==> config.mk <==
export PLATFORM = sky130hd
export DESIGN_NAME = stuffed_packet_loader_receiver
export DESIGN_NICKNAME = d
export VERILOG_FILES = /design/src/hw/rtl/splr_pkg.sv /design/src/hw/rtl/splr_front.sv /design/src/hw/rtl/splr_queue.sv /design/src/hw/rtl/splr_back.sv /design/src/hw/rtl/stuffed_packet_loader_receiver.sv
export SDC_FILE = /design/constraint.sdc
export NUM_CORES = 1
export LEC_CHECK = 0
export BUFFER_PORTS_ARGS = -buffer_cell sky130_fd_sc_hd__clkbuf_2
export CAP_MARGIN = 15
export CORE_ASPECT_RATIO = 0.8
export CORE_MARGIN = 2
export CORE_UTILIZATION = 40
export DETAILED_ROUTE_END_ITERATION = 16
export PLACE_DENSITY_LB_ADDON = 0.12
export REMOVE_ABC_BUFFERS = 1
export SYNTH_ARGS = -nofsm -noshare
export SYNTH_HDL_FRONTEND = slang
export SYNTH_HIERARCHICAL = 1
export SYNTH_SLANG_ARGS = --single-unit
==> constraint.sdc <==
create_clock -name clk -period 10.6 [get_ports clk]
set_input_delay 2.65 -clock clk [delete_from_list [all_inputs] [get_ports clk]]
set_output_delay 2.65 -clock clk [all_outputs]
set_load 0.01 [all_outputs]
==> src/hw/rtl/splr_pkg.sv <==
`default_nettype none

package splr_pkg;

	typedef enum logic [2:0] {
		PH_AWAIT_FF = 3'd0,
		PH_AWAIT_ID = 3'd1,
		PH_HEADER   = 3'd2,
		PH_SIZE     = 3'd3,
		PH_PAYLOAD  = 3'd4,
		PH_HALTED   = 3'd5
	} phase_t;

	// input operation codes
	localparam logic OP_BYTE    = 1'b0;
	localparam logic OP_TIMEOUT = 1'b1;

	// result kinds
	localparam logic [1:0] KIND_PAYLOAD = 2'd0;
	localparam logic [1:0] KIND_TX      = 2'd1;
	localparam logic [1:0] KIND_STATUS  = 2'd2;

	// packet status codes
	localparam logic [2:0] ST_ACCEPTED = 3'd0;
	localparam logic [2:0] ST_DUMMY    = 3'd1;
	localparam logic [2:0] ST_END      = 3'd2;
	localparam logic [2:0] ST_WRONG_ID = 3'd3;
	localparam logic [2:0] ST_OVERSIZE = 3'd4;
	localparam logic [2:0] ST_TIMEOUT  = 3'd5;
	localparam logic [2:0] ST_SYNC_ERR = 3'd6;

	localparam logic [7:0]  SYNC_BYTE  = 8'hFF;
	localparam logic [7:0]  STUFF_BYTE = 8'h00;
	localparam logic [23:0] END_MARKER = 24'hFFFFFE;

	// configuration register word index
	localparam logic REG_STATION_ID = 1'b0;

	// result slots of one queued action, emitted lowest first
	localparam int NSLOT    = 9;
	localparam int SL_P0    = 0;
	localparam int SL_P1    = 1;
	localparam int SL_HALT  = 2;
	localparam int SL_FF    = 3;
	localparam int SL_ID    = 4;
	localparam int SL_LRC   = 5;
	localparam int SL_ESC0  = 6;
	localparam int SL_ACKST = 7;
	localparam int SL_MARK  = 8;

	typedef struct packed {
		logic       operation;
		logic [7:0] rx_byte;
	} in_t;

	typedef struct packed {
		logic [1:0]  kind;
		logic [7:0]  out_byte;
		logic [23:0] load_address;
		logic [2:0]  status;
		logic        last;
	} out_t;

	typedef struct packed {
		logic [NSLOT-1:0] slots;
		logic [7:0]       p0_byte;
		logic [23:0]      p0_addr;
		logic [7:0]       p1_byte;
		logic [23:0]      p1_addr;
		logic [2:0]       halt_st;
		logic [7:0]       lrc;
		logic [7:0]       id;
		logic             first;
	} act_t;

	typedef struct packed {
		logic full;
		logic empty;
	} qstat_t;

endpackage

`default_nettype wire

==> src/hw/rtl/splr_front.sv <==
`default_nettype none

module splr_front #(
	parameter int MAX_PACKET_BYTES = 512
) (
	input  wire logic            clk,
	input  wire logic            arst_n,
	input  wire logic            in_valid,
	output logic                 in_ready,
	input  wire splr_pkg::in_t   in_data,
	input  wire logic [7:0]      station_id,
	input  wire splr_pkg::qstat_t qstat,
	output logic                 push,
	output splr_pkg::act_t       act,
	output logic                 halted
);

	localparam int CW = $clog2(MAX_PACKET_BYTES + 1);
	localparam logic [CW-1:0] MAX_CNT  = CW'(MAX_PACKET_BYTES);
	localparam logic [31:0]   SIZE_LIMIT = 32'(MAX_PACKET_BYTES);

	typedef struct packed {
		splr_pkg::phase_t phase;
		logic [1:0]       fidx;
		logic [31:0]      hdr;
		logic [31:0]      size;   // size word, then bytes still to come
		logic [CW-1:0]    cnt;    // bytes forwarded, saturates at max
		logic [23:0]      addr;
		logic [7:0]       lrc;
		logic             first;
		logic             over;
	} fst_t;

	typedef struct packed {
		fst_t        s;
		logic        pay_v;
		logic [7:0]  pay_byte;
		logic [23:0] pay_addr;
		logic        fin_v;
		logic        fin_halt;
		logic [2:0]  fin_st;
		logic [7:0]  fin_lrc;
		logic        fin_first;
		logic        fin_mk;
	} td_t;

	function automatic fst_t start_pkt(fst_t s);
		fst_t r;
		r = s;
		r.phase = splr_pkg::PH_HEADER;
		r.fidx = 2'd0;
		r.hdr = 32'd0;
		r.size = 32'd0;
		r.cnt = '0;
		r.lrc = 8'd0;
		r.over = 1'b0;
		return r;
	endfunction

	function automatic td_t finish(td_t t, logic [7:0] id);
		td_t r;
		logic marker;
		r = t;
		marker = (t.s.hdr[23:0] == splr_pkg::END_MARKER);
		r.fin_v = 1'b1;
		if (t.s.hdr[31:24] != id) begin
			r.fin_halt = 1'b1;
			r.fin_st = splr_pkg::ST_WRONG_ID;
			r.s.phase = splr_pkg::PH_HALTED;
		end else if (t.s.over) begin
			r.fin_halt = 1'b1;
			r.fin_st = splr_pkg::ST_OVERSIZE;
			r.s.phase = splr_pkg::PH_HALTED;
		end else if (!t.s.first && marker) begin
			r.fin_halt = 1'b1;
			r.fin_st = splr_pkg::ST_END;
			r.s.phase = splr_pkg::PH_HALTED;
		end else begin
			r.fin_halt = 1'b0;
			r.fin_lrc = t.s.lrc;
			r.fin_first = t.s.first;
			r.fin_mk = t.s.first && marker;
			r.s.first = 1'b0;
			if (r.fin_mk) begin
				r.s.phase = splr_pkg::PH_HALTED;
			end else begin
				r.s = start_pkt(r.s);
			end
		end
		return r;
	endfunction

	// one unstuffed data byte through the packet parser
	function automatic td_t take(fst_t s, logic [7:0] b, logic [7:0] id);
		td_t r;
		logic [31:0] full_size;
		r = '0;
		r.s = s;
		full_size = {b, s.size[23:0]};
		case (s.phase)
			splr_pkg::PH_HEADER: begin
				case (s.fidx)
					2'd0: r.s.hdr[7:0] = b;
					2'd1: r.s.hdr[15:8] = b;
					2'd2: r.s.hdr[23:16] = b;
					default: r.s.hdr[31:24] = b;
				endcase
				r.s.fidx = s.fidx + 2'd1;
				if (s.fidx == 2'd3) begin
					r.s.phase = splr_pkg::PH_SIZE;
				end
			end
			splr_pkg::PH_SIZE: begin
				case (s.fidx)
					2'd0: r.s.size[7:0] = b;
					2'd1: r.s.size[15:8] = b;
					2'd2: r.s.size[23:16] = b;
					default: r.s.size[31:24] = b;
				endcase
				r.s.fidx = s.fidx + 2'd1;
				if (s.fidx == 2'd3) begin
					r.s.phase = splr_pkg::PH_PAYLOAD;
					r.s.over = (full_size > SIZE_LIMIT);
					r.s.cnt = '0;
					r.s.addr = s.hdr[23:0];
					if (full_size == 32'd0) begin
						r = finish(r, id);
					end
				end
			end
			splr_pkg::PH_PAYLOAD: begin
				if (s.cnt < MAX_CNT) begin
					r.pay_v = 1'b1;
					r.pay_byte = b;
					r.pay_addr = s.addr;
					r.s.lrc = s.lrc ^ b;
					r.s.cnt = s.cnt + CW'(1);
					r.s.addr = s.addr + 24'd1;
				end
				r.s.size = s.size - 32'd1;
				if (s.size == 32'd1) begin
					r = finish(r, id);
				end
			end
			default: ;
		endcase
		return r;
	endfunction

	fst_t st_q, ns;
	logic esc_q, esc_d;
	td_t t1, t2, fin;
	logic h_v, fv, ack, esc0;
	logic [2:0] h_st;
	logic accept;
	logic [7:0] b;

	assign in_ready = !qstat.full;
	assign accept = in_valid && in_ready;
	assign b = in_data.rx_byte;
	assign halted = (st_q.phase == splr_pkg::PH_HALTED);

	always_comb begin
		ns = st_q;
		esc_d = esc_q;
		t1 = '0;
		t2 = '0;
		h_v = 1'b0;
		h_st = splr_pkg::ST_TIMEOUT;
		case (st_q.phase)
			splr_pkg::PH_AWAIT_FF: begin
				if (in_data.operation == splr_pkg::OP_BYTE && b == splr_pkg::SYNC_BYTE) begin
					ns.phase = splr_pkg::PH_AWAIT_ID;
				end
			end
			splr_pkg::PH_AWAIT_ID: begin
				if (in_data.operation == splr_pkg::OP_BYTE && b == station_id) begin
					esc_d = 1'b0;
					ns = start_pkt(st_q);
				end else begin
					ns.phase = splr_pkg::PH_AWAIT_FF;
				end
			end
			splr_pkg::PH_HEADER, splr_pkg::PH_SIZE, splr_pkg::PH_PAYLOAD: begin
				if (in_data.operation == splr_pkg::OP_TIMEOUT) begin
					h_v = 1'b1;
					h_st = splr_pkg::ST_TIMEOUT;
					ns.phase = splr_pkg::PH_HALTED;
				end else if (esc_q) begin
					if (b == station_id) begin
						h_v = 1'b1;
						h_st = splr_pkg::ST_SYNC_ERR;
						ns.phase = splr_pkg::PH_HALTED;
					end else if (b == splr_pkg::STUFF_BYTE) begin
						esc_d = 1'b0;
						t1 = take(st_q, splr_pkg::SYNC_BYTE, station_id);
						ns = t1.s;
					end else if (b == splr_pkg::SYNC_BYTE) begin
						// double escape: data 0xFF, escape stays pending
						t1 = take(st_q, splr_pkg::SYNC_BYTE, station_id);
						ns = t1.s;
					end else begin
						// lone escape: 0xFF then the byte itself
						esc_d = 1'b0;
						t1 = take(st_q, splr_pkg::SYNC_BYTE, station_id);
						t2 = take(t1.s, b, station_id);
						ns = t2.s;
					end
				end else if (b == splr_pkg::SYNC_BYTE) begin
					esc_d = 1'b1;
				end else begin
					t1 = take(st_q, b, station_id);
					ns = t1.s;
				end
			end
			splr_pkg::PH_HALTED: ;
			default: ns.phase = splr_pkg::PH_HALTED;
		endcase
	end

	// at most one packet end per line byte
	assign fin = t1.fin_v ? t1 : t2;
	assign fv = t1.fin_v || t2.fin_v;
	assign ack = fv && !fin.fin_halt;
	assign esc0 = ack && (fin.fin_lrc == splr_pkg::SYNC_BYTE);

	always_comb begin
		act = '0;
		act.slots[splr_pkg::SL_P0] = t1.pay_v;
		act.slots[splr_pkg::SL_P1] = t2.pay_v;
		act.slots[splr_pkg::SL_HALT] = h_v || (fv && fin.fin_halt);
		act.slots[splr_pkg::SL_FF] = ack;
		act.slots[splr_pkg::SL_ID] = ack;
		act.slots[splr_pkg::SL_LRC] = ack;
		act.slots[splr_pkg::SL_ESC0] = esc0;
		act.slots[splr_pkg::SL_ACKST] = ack;
		// eight results would exceed the per-byte limit of seven: drop the end status
		act.slots[splr_pkg::SL_MARK] = ack && fin.fin_mk && !(t1.pay_v && t2.pay_v && esc0);
		act.p0_byte = t1.pay_byte;
		act.p0_addr = t1.pay_addr;
		act.p1_byte = t2.pay_byte;
		act.p1_addr = t2.pay_addr;
		act.halt_st = h_v ? h_st : fin.fin_st;
		act.lrc = fin.fin_lrc;
		act.id = station_id;
		act.first = fin.fin_first;
	end

	assign push = accept && (act.slots != '0);

	always_ff @(posedge clk or negedge arst_n) begin
		if (!arst_n) begin
			st_q <= '{phase: splr_pkg::PH_AWAIT_FF, fidx: 2'd0, hdr: 32'd0, size: 32'd0,
				cnt: '0, addr: 24'd0, lrc: 8'd0, first: 1'b1, over: 1'b0};
			esc_q <= 1'b0;
		end else if (accept) begin
			st_q <= ns;
			esc_q <= esc_d;
		end
	end

endmodule

`default_nettype wire

==> src/hw/rtl/splr_queue.sv <==
`default_nettype none

module splr_queue #(
	parameter int DEPTH = 4
) (
	input  wire logic             clk,
	input  wire logic             arst_n,
	input  wire logic             push,
	input  wire splr_pkg::act_t   wdata,
	input  wire logic             pop,
	output splr_pkg::act_t        rdata,
	output splr_pkg::qstat_t      qstat
);

	localparam int PW = (DEPTH > 1) ? $clog2(DEPTH) : 1;
	localparam int CNTW = $clog2(DEPTH + 1);
	localparam logic [PW-1:0] LAST_PTR = PW'(DEPTH - 1);

	splr_pkg::act_t mem [DEPTH];
	logic [PW-1:0] wr_q, rd_q;
	logic [CNTW-1:0] cnt_q;

	assign qstat.full = (cnt_q == CNTW'(DEPTH));
	assign qstat.empty = (cnt_q == '0);
	assign rdata = mem[rd_q];

	always_ff @(posedge clk) begin
		if (push) begin
			mem[wr_q] <= wdata;
		end
	end

	always_ff @(posedge clk or negedge arst_n) begin
		if (!arst_n) begin
			wr_q <= '0;
			rd_q <= '0;
			cnt_q <= '0;
		end else begin
			if (push) begin
				wr_q <= (wr_q == LAST_PTR) ? '0 : wr_q + PW'(1);
			end
			if (pop) begin
				rd_q <= (rd_q == LAST_PTR) ? '0 : rd_q + PW'(1);
			end
			case ({push, pop})
				2'b10: cnt_q <= cnt_q + CNTW'(1);
				2'b01: cnt_q <= cnt_q - CNTW'(1);
				default: ;
			endcase
		end
	end

endmodule

`default_nettype wire

==> src/hw/rtl/splr_back.sv <==
`default_nettype none

module splr_back (
	input  wire logic             clk,
	input  wire logic             arst_n,
	input  wire splr_pkg::act_t   head,
	input  wire splr_pkg::qstat_t qstat,
	output logic                  pop,
	output logic                  out_valid,
	input  wire logic             out_ready,
	output splr_pkg::out_t        out_data
);

	logic [splr_pkg::NSLOT-1:0] done_q, rem, low;
	logic load, fin;
	splr_pkg::out_t res, out_q;
	logic out_valid_q;

	assign rem = head.slots & ~done_q;
	assign low = rem & (~rem + splr_pkg::NSLOT'(1));
	assign fin = ((rem & ~low) == '0);
	assign load = !out_valid_q || out_ready;
	assign pop = load && !qstat.empty && fin;
	assign out_valid = out_valid_q;
	assign out_data = out_q;

	always_comb begin
		res = '0;
		res.last = fin;
		if (low[splr_pkg::SL_P0]) begin
			res.kind = splr_pkg::KIND_PAYLOAD;
			res.out_byte = head.p0_byte;
			res.load_address = head.p0_addr;
		end else if (low[splr_pkg::SL_P1]) begin
			res.kind = splr_pkg::KIND_PAYLOAD;
			res.out_byte = head.p1_byte;
			res.load_address = head.p1_addr;
		end else if (low[splr_pkg::SL_HALT]) begin
			res.kind = splr_pkg::KIND_STATUS;
			res.status = head.halt_st;
		end else if (low[splr_pkg::SL_FF]) begin
			res.kind = splr_pkg::KIND_TX;
			res.out_byte = splr_pkg::SYNC_BYTE;
		end else if (low[splr_pkg::SL_ID]) begin
			res.kind = splr_pkg::KIND_TX;
			res.out_byte = head.id;
		end else if (low[splr_pkg::SL_LRC]) begin
			res.kind = splr_pkg::KIND_TX;
			res.out_byte = head.lrc;
		end else if (low[splr_pkg::SL_ESC0]) begin
			res.kind = splr_pkg::KIND_TX;
			res.out_byte = splr_pkg::STUFF_BYTE;
		end else if (low[splr_pkg::SL_ACKST]) begin
			res.kind = splr_pkg::KIND_STATUS;
			res.status = head.first ? splr_pkg::ST_DUMMY : splr_pkg::ST_ACCEPTED;
		end else begin
			res.kind = splr_pkg::KIND_STATUS;
			res.status = splr_pkg::ST_END;
		end
	end

	always_ff @(posedge clk) begin
		if (load && !qstat.empty) begin
			out_q <= res;
		end
	end

	always_ff @(posedge clk or negedge arst_n) begin
		if (!arst_n) begin
			out_valid_q <= 1'b0;
			done_q <= '0;
		end else if (load && !qstat.empty) begin
			out_valid_q <= 1'b1;
			done_q <= fin ? '0 : (done_q | low);
		end else if (out_ready) begin
			out_valid_q <= 1'b0;
		end
	end

endmodule

`default_nettype wire

==> src/hw/rtl/stuffed_packet_loader_receiver.sv <==
// A result reaches out_data through the action queue and then the result register.
// Throughput: one line byte per cycle unless the queue is full; results leave at one per cycle
//   unless out_ready stalls; a byte causing up to seven results holds the port until all are out.
// The action queue (QUEUE_DEPTH entries) absorbs bursts; in_ready drops only when it is full.
// Reset (arst_n low, asynchronous): hunt for sync, first-packet flag set, station_id = 1.
`default_nettype none

module stuffed_packet_loader_receiver #(
	parameter int MAX_PACKET_BYTES = 512,   // 1 .. 65536
	parameter int QUEUE_DEPTH = 4           // 2 .. 32
) (
	input  wire logic            clk,
	input  wire logic            arst_n,
	// line byte / timeout channel
	input  wire logic            in_valid,
	output logic                 in_ready,
	input  wire splr_pkg::in_t   in_data,
	// result channel
	output logic                 out_valid,
	input  wire logic            out_ready,
	output splr_pkg::out_t       out_data,
	// register port
	input  wire logic            psel,
	input  wire logic            penable,
	input  wire logic            pwrite,
	input  wire logic [2:0]      paddr,
	input  wire logic [31:0]     pwdata,
	output logic [31:0]          prdata,
	output logic                 pready
);

	// station_id register, word 0. User must write it only while the block is idle; unenforced.
	logic [7:0] station_id_q;
	logic       cfg_wr;

	assign pready = 1'b1;
	assign cfg_wr = psel && penable && pwrite && pready && (paddr[2] == splr_pkg::REG_STATION_ID);
	assign prdata = (paddr[2] == splr_pkg::REG_STATION_ID) ? {24'd0, station_id_q} : 32'd0;

	always_ff @(posedge clk or negedge arst_n) begin
		if (!arst_n) begin
			station_id_q <= 8'd1;
		end else if (cfg_wr) begin
			station_id_q <= pwdata[7:0];
		end
	end

	// Front: sync hunt, unstuffing and packet parsing, one line byte per transfer.
	// Each byte becomes at most one action record naming the results it causes.
	splr_pkg::act_t   q_wdata, q_head;
	splr_pkg::qstat_t q_stat;
	logic             q_push, q_pop;
	logic             halted;

	splr_front #(
		.MAX_PACKET_BYTES(MAX_PACKET_BYTES)
	) u_front (
		.clk       (clk),
		.arst_n    (arst_n),
		.in_valid  (in_valid),
		.in_ready  (in_ready),
		.in_data   (in_data),
		.station_id(station_id_q),
		.qstat     (q_stat),
		.push      (q_push),
		.act       (q_wdata),
		.halted    (halted)
	);

	// Short queue of action records between parser and result sequencer.
	splr_queue #(
		.DEPTH(QUEUE_DEPTH)
	) u_queue (
		.clk   (clk),
		.arst_n(arst_n),
		.push  (q_push),
		.wdata (q_wdata),
		.pop   (q_pop),
		.rdata (q_head),
		.qstat (q_stat)
	);

	// Back: expands each record into results (payload bytes, ack bytes, status),
	// one per cycle unless out_ready stalls, through a registered output stage.
	splr_back u_back (
		.clk      (clk),
		.arst_n   (arst_n),
		.head     (q_head),
		.qstat    (q_stat),
		.pop      (q_pop),
		.out_valid(out_valid),
		.out_ready(out_ready),
		.out_data (out_data)
	);

`ifndef SYNTH
	a_no_overflow: assert property (@(posedge clk) disable iff (!arst_n)
		q_push |-> !q_stat.full)
		else $error("action queue written while full");

	a_halt_sticky: assert property (@(posedge clk) disable iff (!arst_n)
		halted |=> halted)
		else $error("parser left the halted state without reset");

	a_out_from_queue: assert property (@(posedge clk) disable iff (!arst_n)
		$rose(out_valid) |-> $past(!q_stat.empty))
		else $error("result presented with no queued action");
`endif

endmodule

`default_nettype wire

==> metrics.txt, run 1 <==
# TYPE chip_impl_metric gauge
chip_impl_info{name="run_status",value="finished clean"} 1
chip_impl_metric{name="die_area",unit="sq um"} 88100
chip_impl_metric{name="route.vias.total",unit=""} 30697
chip_impl_metric{name="final_core_utilization",unit="%"} 44.1
chip_impl_metric{name="layout.filler_cells",unit=""} 8092
chip_impl_metric{name="pwr_density_cell",unit="nW/um^2"} 169
chip_impl_metric{name="overflow",unit=""} 0
chip_impl_info{name="worst_setup_path_end_kind",value="flop"} 1
chip_impl_metric{name="gp_congestion",unit=""} 0.970
chip_impl_metric{name="power.total",unit="W"} 0.00637
chip_impl_metric{name="post_route_standard_cell_area_excluding_fillers",unit="sq um"} 37700
chip_impl_info{name="worstSetupPathType",value="reg -> reg"} 1
chip_impl_metric{name="drtIter0Drc",unit=""} 3799
chip_impl_metric{name="post_synth.cell_area_avg",unit="sq um"} 9.91
chip_impl_metric{name="max_slew.worst_pin.slew",unit="ns"} 1.20
chip_impl_metric{name="clk_latency",unit="ns"} 0.68
chip_impl_metric{name="biggest_fanout_along_the_worst_timing_path",unit=""} 59
chip_impl_info{name="cp-start-kind",value="flop"} 1
chip_impl_metric{name="largest_incremental_delay_on_the_critical_path",unit="ns"} 0.77
chip_impl_metric{name="post-place-ws",unit="ns"} 2.77
chip_impl_metric{name="routed_wire_length_per_instance",unit="um"} 29.4
chip_impl_metric{name="worstPathArrival",unit="ns"} 8.18
chip_impl_metric{name="area_delta_synth_final",unit="%"} 9.83
chip_impl_metric{name="maxSlewViolCount",unit=""} 0
chip_impl_metric{name="detailedRoute.firstPassIterationCount",unit=""} 6
chip_impl_metric{name="initial_standard_cell_utilization_of_the_core",unit="%"} 40.2
chip_impl_metric{name="drc",unit=""} 0
chip_impl_metric{name="layout_worst_path_cycle_share",unit="%"} 74.4
chip_impl_metric{name="finClkSkew",unit="ns"} 0.0518
chip_impl_metric{name="cellLeakagePower",unit="nW"} 13.3
chip_impl_metric{name="drive_gt1_share",unit="%"} 14.1
chip_impl_metric{name="multiInputGateArea",unit="sq um"} 16900
chip_impl_metric{name="die_w",unit="um"} 331
chip_impl_metric{name="number_of_levels_in_the_clock_h_tree",unit=""} 2
chip_impl_metric{name="final_antenna_net_count",unit=""} 0
chip_impl_metric{name="placedInstanceArea",unit="sq um"} 35700
chip_impl_metric{name="cap_violations",unit=""} 0
chip_impl_metric{name="post_cts_repair_resize_count",unit=""} 0
chip_impl_metric{name="grt_pass1_wl",unit="um"} 199000
chip_impl_metric{name="post-cts-setup-buffers",unit=""} 0
chip_impl_metric{name="antenna_cells",unit=""} 0
chip_impl_metric{name="routed_wl",unit="um"} 135000
chip_impl_metric{name="numCtsBuffers",unit=""} 59
chip_impl_metric{name="io_pins",unit=""} 124
chip_impl_metric{name="min_period",unit="ns"} 7.88
chip_impl_metric{name="core_area",unit="sq um"} 85400
chip_impl_metric{name="yosys_warnings",unit=""} 6
chip_impl_metric{name="routed_via_density",unit=""} 6.70
chip_impl_info{name="critical_path.cell_chain",value="or4_1, nor4_2, nand4_1, o21ai_4, buf_4, o21a_1, nand3_2, nor3_1, nand3_1, nand2_1, a21oi_1, a31oi_1, and2_4, buf_12"} 1
chip_impl_metric{name="post_cts_hold_buffer_count",unit=""} 0
chip_impl_metric{name="antenna_found_initial",unit=""} 2
chip_impl_info{name="worst_hold_path_type",value="reg -> reg"} 1
chip_impl_metric{name="cts_sinks",unit=""} 549
chip_impl_metric{name="path_clk_slew",unit="ns"} 0.06
chip_impl_info{name="slowest_stage",value="sky130_fd_sc_hd__or4_1"} 1
chip_impl_metric{name="netlist_area",unit="sq um"} 34300
chip_impl_metric{name="worst_slew_margin_relative_to_its_limit",unit="%"} 20.2
chip_impl_metric{name="die_y",unit="um"} 266
chip_impl_metric{name="cell_row_count",unit=""} 96
chip_impl_metric{name="vias_in_the_first_global_route",unit=""} 29595
chip_impl_metric{name="grt_max_degree",unit=""} 64
chip_impl_metric{name="ir_worst_vdd",unit="mV"} 0.128
chip_impl_metric{name="post-route-worst-setup-slack",unit="ns"} 2.72
chip_impl_metric{name="globalRouteTotalUtil",unit="%"} 29.9
chip_impl_metric{name="total_half_perimeter_wirelength_after_legalization_and_detailed_placement",unit="um"} 90600
chip_impl_metric{name="seqCellArea",unit="sq um"} 15800
chip_impl_info{name="setup_repair_after_global_routing_missed_its_margin",value="false"} 1
chip_impl_info{name="cts_tree",value="built"} 1
chip_impl_metric{name="timing.final.setup_violations",unit=""} 0
chip_impl_metric{name="syn_inst",unit=""} 3463
chip_impl_metric{name="finalNetCount",unit=""} 3483
chip_impl_metric{name="buffer_ports.inserted",unit=""} 72
chip_impl_info{name="cts_root_buffer",value="sky130_fd_sc_hd__clkbuf_16"} 1
chip_impl_metric{name="cts_buffer_depth",unit=""} 3
chip_impl_metric{name="final.setup.tns",unit="ns"} 0
chip_impl_metric{name="timing.critical_path.required",unit="ns"} 10.89
chip_impl_metric{name="final_hold_violations",unit=""} 0
chip_impl_metric{name="achievable-frequency",unit="GHz"} 0.127
[stage by stage]
| step | hold slack, ns | instances |
|---|---|---|
| 5_1_grt | 0.514 | 4581 |
| 3_5_place_dp | 0.494 | 4469 |
| 6_report | 0.506 | 4581 |
| 3_3_place_gp | 0.483 | 4469 |
| 2_1_floorplan | 0.457 | 3152 |
| 4_1_cts | 0.503 | 4580 |
[worst max-delay path: cells and delay by family (launching register included)]
kind / cells / cell delay, ns
DFF: 1 / 0.53
AOI/OAI and AO/OA: 4 / 1.71
and+or+nand+nor: 8 / 4.27
buffers and inverters: 2 / 0.79
[metal layers]
metal  global-route usage [%]  vias up  routed length [um]
met2                     45.0     1857               57800
met3                     5.89      380               12900
met4                     12.0        0                6020
met1                     42.5    15352               58200
met5                        0        -                   0
li1                         -    13108                   -
[sequential cells by signal, summed over array words and instances, names as in the netlist]
register          cells
u_front/esc_q         1
u_back/out_valid      1
u_queue/rd_q          2
u_front/st_q        113
u_back/out_data      38
u_queue/mem         372
u_back/done_q         9
u_queue/cnt_q         3
u_queue/wr_q          2
station_id_q          8
[final timing paths]
kind | startpoint | cells past startpoint | slack, ns | to
max | u_front/st_q[54] | 14 | 2.72 | u_queue/mem[3][67]
min | u_queue/cnt_q[2] | 1 | 0.51 | u_queue/cnt_q[2]
max reg2reg | u_front/st_q[54] | 14 | 2.72 | u_queue/mem[3][67]
min reg2reg | u_queue/cnt_q[2] | 1 | 0.51 | u_queue/cnt_q[2]
max in group asynchronous | arst_n | 2 | 7.40 | u_front/st_q[31]
min in group asynchronous | arst_n | 1 | 1.88 | u_queue/cnt_q[2]
[where the power goes]
| part | internal, W | switching [W] | leakage, nW | total (W) |
|---|---|---|---|---|
| logic | 0.000643 | 0.000896 | 6.65 | 0.00154 |
| clock network | 0.00124 | 0.000936 | 0.980 | 0.00218 |
| registers | 0.00248 | 0.000173 | 5.67 | 0.00265 |
[cells in the final DEF, fill, tap and decap left out, types with 20 or more instances in the layout]
master	instances
sky130_fd_sc_hd__o221ai_1	37
sky130_fd_sc_hd__a31oi_1	52
sky130_fd_sc_hd__clkbuf_16	60
sky130_fd_sc_hd__clkbuf_2	71
sky130_fd_sc_hd__o22ai_1	46
sky130_fd_sc_hd__nor2_1	354
sky130_fd_sc_hd__mux2i_1	31
sky130_fd_sc_hd__xnor2_1	48
sky130_fd_sc_hd__mux2_2	31
sky130_fd_sc_hd__and3_1	31
sky130_fd_sc_hd__a22o_1	32
sky130_fd_sc_hd__a21oi_1	302
sky130_fd_sc_hd__a22oi_1	24
sky130_fd_sc_hd__or3_1	24
sky130_fd_sc_hd__nand3_1	78
sky130_fd_sc_hd__and2_1	42
sky130_fd_sc_hd__nor3_1	94
sky130_fd_sc_hd__o31ai_1	30
sky130_fd_sc_hd__nand2_1	279
sky130_fd_sc_hd__inv_1	59
sky130_fd_sc_hd__nand4_1	33
sky130_fd_sc_hd__conb_1	25
sky130_fd_sc_hd__buf_4	115
sky130_fd_sc_hd__nor4_1	56
sky130_fd_sc_hd__edfxtp_1	410
sky130_fd_sc_hd__o21ai_1	29
sky130_fd_sc_hd__ha_1	27
sky130_fd_sc_hd__a221oi_1	42
sky130_fd_sc_hd__dfrtp_1	134
sky130_fd_sc_hd__xor2_1	47
sky130_fd_sc_hd__mux4_2	93
sky130_fd_sc_hd__nor2b_1	31
sky130_fd_sc_hd__o21ai_0	224
sky130_fd_sc_hd__nand2b_1	20
sky130_fd_sc_hd__o211ai_1	21
sky130_fd_sc_hd__a211oi_1	41
[final cells by class]
class / instances / share of cell area, %
Timing Repair Buffer: 191 / 3.48
Inverter: 60 / 0.598
Sequential cell: 549 / 41.9
Clock buffer: 74 / 4.20
Clock inverter: 37 / 1.15
Tap cell: 1127 / 3.74
Multi-Input combinational cell: 2543 / 44.9
No activity file was read; power rests on OpenSTA's default activity.
==> inputs of run 2 (changes only) <==
==> constraint.sdc (replaced) <==
create_clock -name clk -period 6.8 [get_ports clk]
set_input_delay 1.7 -clock clk [delete_from_list [all_inputs] [get_ports clk]]
set_output_delay 1.7 -clock clk [all_outputs]
set_load 0.01 [all_outputs]
==> metrics.txt, run 2 (synthesized netlist as in run 1, its figures left out) <==
# TYPE chip_impl_metric gauge
chip_impl_metric{name="detailedRoute.firstPassIterationCount",unit=""} 10
chip_impl_metric{name="largest_reg_flops",unit=""} 372
chip_impl_info{name="worst_hold_path_type",value="reg -> reg"} 1
chip_impl_metric{name="drc",unit=""} 0
chip_impl_metric{name="power.internal",unit="W"} 0.00669
chip_impl_metric{name="worst_slew_margin_relative_to_its_limit",unit="%"} 8.72
chip_impl_metric{name="vias_in_the_first_global_route",unit=""} 29740
chip_impl_metric{name="core_area",unit="sq um"} 85400
chip_impl_metric{name="placedInstanceArea",unit="sq um"} 36300
chip_impl_metric{name="route.vias.total",unit=""} 30985
chip_impl_metric{name="timing.final.setup_violations",unit=""} 0
chip_impl_info{name="run_status",value="finished clean"} 1
chip_impl_metric{name="min_period",unit="ns"} 6.39
chip_impl_metric{name="worstPathArrival",unit="ns"} 6.72
chip_impl_info{name="layout_commonest_cell",value="sky130_fd_sc_hd__edfxtp_1"} 1
chip_impl_metric{name="sw_frac_of_total",unit="%"} 31.5
chip_impl_info{name="crit-reg2reg-capture",value="u_queue/mem[2][61]"} 1
chip_impl_metric{name="whs_path_depth",unit=""} 1
chip_impl_metric{name="cellLeakagePower",unit="nW"} 13.7
chip_impl_metric{name="max_slew.worst_pin.slew",unit="ns"} 1.36
chip_impl_metric{name="layout_worst_path_cycle_share",unit="%"} 94.0
chip_impl_info{name="worst_setup_path_end_kind",value="flop"} 1
chip_impl_metric{name="clkPwrFrac",unit="%"} 32.8
chip_impl_metric{name="maxSlewViolCount",unit=""} 0
chip_impl_metric{name="final_antenna_net_count",unit=""} 0
chip_impl_metric{name="number_of_levels_in_the_clock_h_tree",unit=""} 2
chip_impl_metric{name="initial_standard_cell_utilization_of_the_core",unit="%"} 40.2
chip_impl_metric{name="routed_wire_length_per_instance",unit="um"} 29.3
chip_impl_metric{name="buffer_ports.inserted",unit=""} 72
chip_impl_info{name="final_cell_mix",value="sky130_fd_sc_hd__edfxtp_1 (410), sky130_fd_sc_hd__nor2_1 (355), sky130_fd_sc_hd__a21oi_1 (302), sky130_fd_sc_hd__nand2_1 (279), sky130_fd_sc_hd__o21ai_0 (224)"} 1
chip_impl_metric{name="clk_latency",unit="ns"} 0.66
chip_impl_metric{name="die_w",unit="um"} 331
chip_impl_metric{name="drive_gt1_share",unit="%"} 15.5
chip_impl_metric{name="final_hold_violations",unit=""} 0
chip_impl_metric{name="finalNetCount",unit=""} 3557
chip_impl_metric{name="achievable-frequency",unit="GHz"} 0.156
chip_impl_metric{name="grt_max_degree",unit=""} 72
chip_impl_metric{name="timing.reg2reg.setup_slack",unit="ns"} 0.41
chip_impl_metric{name="antenna_found_initial",unit=""} 7
chip_impl_metric{name="cell_row_count",unit=""} 96
chip_impl_metric{name="cap_violations",unit=""} 0
chip_impl_info{name="regToRegStartpoint",value="u_front/st_q[54]"} 1
chip_impl_metric{name="timing.critical_path.required",unit="ns"} 7.13
chip_impl_info{name="regMostFlops",value="u_queue/mem"} 1
chip_impl_metric{name="path_clk_slew",unit="ns"} 0.06
chip_impl_metric{name="finClkSkew",unit="ns"} 0.0293
chip_impl_metric{name="power.total",unit="W"} 0.00977
chip_impl_metric{name="drtIter0Drc",unit=""} 4266
chip_impl_metric{name="worst_r2r_path_depth",unit=""} 15
chip_impl_metric{name="io_pins",unit=""} 124
chip_impl_metric{name="pwr_density_cell",unit="nW/um^2"} 255
chip_impl_metric{name="holdWs",unit="ns"} 0.507
chip_impl_metric{name="final.setup.tns",unit="ns"} 0
chip_impl_metric{name="grt_pass1_wl",unit="um"} 202000
chip_impl_metric{name="total_switching_power",unit="W"} 0.00308
chip_impl_metric{name="final_core_utilization",unit="%"} 44.8
chip_impl_info{name="cp-start-kind",value="flop"} 1
chip_impl_metric{name="cts_sinks",unit=""} 549
chip_impl_metric{name="post_cts_repair_resize_count",unit=""} 0
chip_impl_info{name="hold_path_startpoint",value="u_queue/cnt_q[2]"} 1
chip_impl_metric{name="die_y",unit="um"} 266
chip_impl_metric{name="routed_via_density",unit=""} 6.65
chip_impl_metric{name="cts_buffer_depth",unit=""} 3
chip_impl_metric{name="overflow",unit=""} 0
chip_impl_metric{name="p_seq_share",unit="%"} 42.1
chip_impl_metric{name="gp_congestion",unit=""} 1.03
chip_impl_info{name="cts_tree",value="built"} 1
chip_impl_metric{name="routed_wl",unit="um"} 136000
chip_impl_metric{name="area_delta_synth_final",unit="%"} 11.5
chip_impl_metric{name="ir_worst_vdd",unit="mV"} 0.207
chip_impl_metric{name="post_cts_hold_buffer_count",unit=""} 0
chip_impl_metric{name="globalRouteTotalUtil",unit="%"} 30.4
chip_impl_metric{name="numCtsBuffers",unit=""} 60
chip_impl_metric{name="post_route_standard_cell_area_excluding_fillers",unit="sq um"} 38300
chip_impl_info{name="setup_repair_after_global_routing_missed_its_margin",value="false"} 1
chip_impl_metric{name="biggest_fanout_along_the_worst_timing_path",unit=""} 16
chip_impl_metric{name="total_half_perimeter_wirelength_after_legalization_and_detailed_placement",unit="um"} 94500
chip_impl_metric{name="power.share.combinational",unit="%"} 25.1
chip_impl_metric{name="die_area",unit="sq um"} 88100
chip_impl_info{name="cts_root_buffer",value="sky130_fd_sc_hd__clkbuf_16"} 1
chip_impl_info{name="timing.hold.worst_endpoint",value="u_queue/cnt_q[2]"} 1
chip_impl_info{name="worstSetupPathType",value="reg -> reg"} 1
chip_impl_metric{name="post-cts-setup-buffers",unit=""} 0
## run 2: cell count changes in the layout (fill, tap and decap cells not counted), moves of 3 or more
| cell | change |
|---|---|
| sky130_fd_sc_hd__bufinv_16 | -3 |
| sky130_fd_sc_hd__inv_6 | -3 |
| sky130_fd_sc_hd__diode_2 | +3 |
| sky130_fd_sc_hd__buf_12 | +11 |
| sky130_fd_sc_hd__buf_4 | +60 |
| sky130_fd_sc_hd__clkinv_1 | +13 |
## run 2: worst max path at each step
stage / slack [ns] / startpoint / cells after the start / to
2_1_floorplan: -1.84 / u_front/st_q[54] / 14 / u_queue/mem[0][0]
3_3_place_gp: 0.80 / u_front/st_q[55] / 19 / u_queue/cnt_q[2]
3_5_place_dp: 0.75 / u_front/st_q[55] / 15 / u_queue/mem[3][29]
4_1_cts: 0.72 / u_front/st_q[55] / 15 / u_queue/mem[3][59]
5_1_grt: 0.20 / u_front/st_q[54] / 19 / u_queue/cnt_q[2]
6_report: 0.41 / u_front/st_q[54] / 15 / u_queue/mem[2][61]
## run 2: area by class of cell
| type | count | area (sq um) |
|---|---|---|
| Tap cell | 1127 | 1410 |
| Clock buffer | 71 | 1570 |
| Multi-Input combinational cell | 2543 | 16900 |
| Sequential cell | 549 | 15800 |
| Inverter | 60 | 225 |
| Antenna cell | 3 | 7.51 |
| Timing Repair Buffer | 264 | 2000 |
| Clock inverter | 39 | 320 |
| Fill cell | 8023 | 47200 |
## run 2: power groups by stage
stage                     logic (W)  clock network, W  registers, W
after floorplan             0.00151                 0       0.00430
after CTS                   0.00246           0.00327       0.00412
final                       0.00245           0.00320       0.00411
after detailed placement    0.00245                 0       0.00419
after global placement      0.00243                 0       0.00417
after global routing        0.00263           0.00341       0.00415
## run 2: routing by layer
metal	global-route usage (%)	wire [um]	up-vias
li1	-	-	13264
met5	0	39	-
met3	6.44	14300	404
met4	13.0	6430	6
met2	45.1	58300	1943
met1	43.0	57300	15368
## run 2: critical path, cell delays in order, from the launching register on
cell and delay, ns:
sky130_fd_sc_hd__dfrtp_1 0.37, sky130_fd_sc_hd__buf_4 0.18, sky130_fd_sc_hd__nor4_1 0.98, sky130_fd_sc_hd__nand4_1 0.59, sky130_fd_sc_hd__or4_1 0.65, sky130_fd_sc_hd__nand2_1 0.12, sky130_fd_sc_hd__and3_1 0.21, sky130_fd_sc_hd__nand3_1 0.18
sky130_fd_sc_hd__nor4_1 0.56, sky130_fd_sc_hd__nand3_1 0.37, sky130_fd_sc_hd__o32ai_1 0.47, sky130_fd_sc_hd__nor2_1 0.12, sky130_fd_sc_hd__a31oi_1 0.37, sky130_fd_sc_hd__buf_4 0.20, sky130_fd_sc_hd__and2_4 0.36, sky130_fd_sc_hd__buf_4 0.30
## run 2: metrics by stage
stage | cells | setup WS [ns]
floorplan | 3152 | -1.84
global placement | 4540 | 0.803
detailed placement | 4540 | 0.751
CTS | 4650 | 0.721
global route | 4653 | 0.200
finish | 4656 | 0.407
